### src/rtl/tcpu_eu_ram.sv
`default_nettype none

module tcpu_eu_ram #(
    parameter int WIDTH = 32,
    parameter int DEPTH = 16
) (
    input  wire logic                     aclk,
    input  wire logic                     wr_en,
    input  wire logic [$clog2(DEPTH)-1:0] wr_addr,
    input  wire logic [WIDTH-1:0]         wr_data,
    input  wire logic                     rd_en,
    input  wire logic [$clog2(DEPTH)-1:0] rd_addr,
    output logic      [WIDTH-1:0]         rd_data
);

    logic [WIDTH-1:0] mem_reg [DEPTH];
    logic [WIDTH-1:0] rd_data_reg;

    always_ff @(posedge aclk) begin
        if (wr_en) begin
            mem_reg[wr_addr] <= wr_data;
        end
        if (rd_en) begin
            rd_data_reg <= mem_reg[rd_addr];
        end
    end

    assign rd_data = rd_data_reg;

endmodule

`default_nettype wire

### config.mk
export PLATFORM = sky130hd
export DESIGN_NAME = tcpu_eu_ram
export DESIGN_NICKNAME = d
export VERILOG_FILES = /design/src/rtl/tcpu_eu_ram.sv
export SDC_FILE = /design/constraint.sdc
export NUM_CORES = 1
export LEC_CHECK = 0
export BUFFER_PORTS_ARGS = -buffer_cell sky130_fd_sc_hd__buf_2
export CAP_MARGIN = 20
export CORE_UTILIZATION = 60
export DETAILED_ROUTE_END_ITERATION = 16
export PLACE_DENSITY = 0.75
export REMOVE_ABC_BUFFERS = 1
export SYNTH_ARGS = -nofsm -noshare
export SYNTH_HDL_FRONTEND = slang
export SYNTH_SLANG_ARGS = --single-unit
### constraint.sdc
create_clock -name aclk -period 9.05 [get_ports aclk]
set_input_delay 0 -clock aclk [delete_from_list [all_inputs] [get_ports aclk]]
set_output_delay 0 -clock aclk [all_outputs]
set_load 0.05 [all_outputs]
## Yosys cells after proc, flatten, opt, wreduce, memory -nomap -nowiden

Memory sizes are Yosys's and may differ from the RTL's. A register that Yosys moved wholly into a read port is not among the register bits.
Index checks and enable logic that the tools add are counted.

| word-level totals | value |
|---|---|
| bits of input ports | 43 |
| RAM bits | 512 |
| memories | 1 |
| register bits | 0 |

Memories:

| name | depth | bits a word | rd ports | clocked after memory_dff | write ports | RTL line | source |
|---|---|---|---|---|---|---|---|
| mem_reg | 16 | 32 | 1 | 1 | 1 | 16 | `logic [WIDTH-1:0] mem_reg [DEPTH];` |

| cells by class | value |
|---|---|
| mux-type cells | 2 |

Operator list:

| kind | number |
|---|---|
| $mux 1 | 2 |

## Longest topological paths before layout

| logic depth | value |
|---|---|
| depth after elaboration | 2 |
| gate-level depth with buffers | 5 |
| depth with buffers taken out | 3 |

## Worst setup path after synthesis

Ideal clock, no wire load.

| timing | value |
|---|---|
| path type | input to register |
| from | in wr_addr[2] |
| to | mem mem_reg[0][0], enable pin |
| setup time | 0.461 ns |
| stages on the path | 2 |
| data arrival time | 2.718 ns |
| setup slack | 5.870 ns |
| data required time | 8.589 ns |
| buffers on the path | 0 |
| path through | or3b_2 > nor3_1 |

RTL lines:

| element | RTL line | source |
|---|---|---|
| from (decl) | 9 | `input wire logic [$clog2(DEPTH)-1:0] wr_addr,` |
| to (decl) | 16 |  |

No word-level cell before the write port.

==> flow_metrics.py <==
metrics = {
    "global_route": {
        "top_usage_layer": "met2",
        "grt.total_usage_pct": 26.1,
        "grt_use_met2_pct": 42.2,
        "grt_pass1_vias": 9674,
        "grt_max_degree": 70,
        "grt_first_pass_wirelength_um": 61900,
        "overflow": 0,
        "antenna_found_initial": 1,
        "met3_usage_pct": 3.91,
        "use_met1_pct": 36.7,
    },
    "worst_setup_path": {
        "crit_type": "in -> reg",
        "crit_arrival_ns": 2.47,
        "required_ns": 9.35,
        "worst_setup_path_start_kind": "input pin",
        "path_max_fanout": 69,
        "crit_path_end_kind": "flop",
    },
    "floorplan": {
        "dieHeight_um": 185,
        "die_area_um2": 34400,
        "rows": 66,
        "ios": 75,
        "core_area_um2": 32800,
        "die_x_um": 185,
        "start_util_pct": 61.5,
    },
    "route": {
        "avgRoutedWirePerCell_um": 29.1,
        "vias_per_cell": 6.49,
        "drc": 0,
        "ant_nets": 0,
        "wirelength_um": 42500,
        "dr.pass1.iters": 5,
        "num_vias": 9476,
        "drt-initial-drc-count": 1022,
    },
    "timing": {
        "finalHoldViolations": 0,
        "fin_crit_sh_pct": 23.9,
        "holdWs_ns": 0.122,
        "slew_headroom_pct": 26.2,
        "grt_setup_unrepaired": "no",
        "setup-tns-final_ns": 0,
        "finalCriticalPeriod_ns": 2.16,
        "max_freq_mhz": 462,
        "drv_slew": 0,
        "clock_skew_ns": 0.0138,
        "worstMarginPinSlew_ns": 1.11,
        "worst_slack_ns": 6.89,
        "setup_viol": 0,
    },
    "finish": {
        "syn_to_final_growth_pct": 15.0,
        "drive_above_1_share_pct": 31.4,
        "largest_reg_flops": 512,
        "num-nets-final": 1019,
        "finalNonFillerCells": 1461,
        "n_fill_cell": 1870,
    },
    "clocking": {
        "cts_buffer_depth": 3,
        "htreeDepth": 2,
        "cts_tree": "yes",
        "cts_root_buf": "clkbuf_16",
        "cts.sinks": 544,
        "numCtsBuffers": 50,
        "clkTransAtPathRegs_ns": 0.07,
        "worstSkewPairLatency_ns": 0.56,
    },
    "synth": {
        "yosys_warnings": 0,
        "async_flop_share_pct": 0,
        "yosysSeqAreaShare_pct": 81.0,
        "ys_types": 17,
        "synthFlopType": "edfxtp_1",
        "synth_edf_count": 544,
        "syn_inst": 838,
        "ys_seq_elements": 544,
        "syn_area_um2": 20200,
        "syn_area_per_cell_um2": 24.1,
    },
    "place": {
        "gp_congestion": 0.744,
        "placed_cells": 1334,
        "hpwlAfterDp_um": 19100,
        "portBuffers": 74,
        "post-place-ws_ns": 6.33,
    },
    "power_and_ir_drop": {
        "power_leakage_nw": 7.46,
        "ir_drop_uv": 131,
        "pwr_density_cell_nw_per_um2": 228,
    },
    "hold_path": {
        "hold_path.class": "in -> reg",
    },
    "run_status": {
        "status": "complete, no violations",
    },
    "job": {
        "cap_viol_max_count": 0,
    },
}
-- where the power goes --
part	total, mW	internal [mW]	switching (mW)
combinational	0.290	0.105	0.185
sequential	2.86	2.84	0.0174
clock	2.14	1.26	0.875
-- final cells by class --
class / instances / area (um^2) / area share (%)
flip-flops and latches: 544 / 16300 / 70.4
clock inverters: 35 / 338 / 1.46
diodes: 1 / 2.50 / 0.0108
repair buffers: 129 / 875 / 3.77
multi-input cells: 251 / 3750 / 16.2
clock buffers: 59 / 1350 / 5.81
well taps: 442 / 553 / 2.38
-- worst paths after layout --
kind	cells past startpoint	end	slack, ns	startpoint
max	5	rd_data[29]$_DFFE_PP_	6.89	rd_addr[1]
min	3	mem_reg[2][23]$_DFFE_PP_	0.12	wr_addr[2]
max reg2reg	3	rd_data[15]$_DFFE_PP_	7.56	mem_reg[2][15]$_DFFE_PP_
min reg2reg	3	rd_data[10]$_DFFE_PP_	0.74	mem_reg[15][10]$_DFFE_PP_
-- per-stage QoR --
stage,utilization (%),power (mW),cell area (um^2)
floorplan,-,3.06,20000
global placement,64.6,3.18,21200
detailed placement,64.6,3.19,21200
CTS,70.8,5.30,23200
global route,70.8,5.42,23200
finish,70.8,5.28,23200
-- layer usage --
metal  vias to the layer above  routed length [um]
li1                       3876                   -
met1                      4987               16600
met2                       526               21300
met3                        87                3500
met4                         0                1090
met5                         -                   0
-- synth_stat cells (all sizes together) (2+ instances only) --
library cell / number / area (um^2)
a22oi: 64 / 480
buf: 26 / 159
clkbuf: 17 / 63.8
edfxtp: 544 / 16300
mux4: 128 / 2880
nand2: 33 / 124
nand2b: 2 / 12.5
nand3b: 2 / 15.0
nor2: 13 / 48.8
nor2b: 2 / 12.5
nor3: 4 / 20.0
-- critical path, cell delays in order --
cell and delay (ns):
buf_4 0.76, buf_4 0.87, mux4_2 0.44, a22oi_1 0.24
nand2_1 0.08
-- cells in the final DEF (no fill, tap or decap), types with 2 or more instances in the layout --
master	count
nand3b_1	2
buf_2	72
nand2_1	33
clkinv_1	14
nor2b_4	2
buf_4	24
dlygate4sd3_1	32
edfxtp_1	544
nand2b_1	2
a22oi_1	64
nor3_2	4
mux4_2	128
nor2_4	13
clkinv_2	12
clkbuf_16	53
clkinvlp_4	2
bufinv_16	7
clkbuf_1	6
-- logic make-up (layout without fill, tap and decap cells) --
kind of cell | count (synthesis) | in the layout | synth area share [%]
buf+inv | 43 | 223 | 1.10
mux | 128 | 128 | 14.3
other cells | 0 | 1 | 0
compound gates | 64 | 64 | 2.38
simple gates | 59 | 59 | 1.25
flops | 544 | 544 | 81.0
-- what timing repair did --
item,CTS,global route
resized for setup,0,0
hold buffers,32,0
endpoints found under the hold margin,512,0
buffers inserted,0,0
Note: power is estimated with default switching activity, not from simulation.
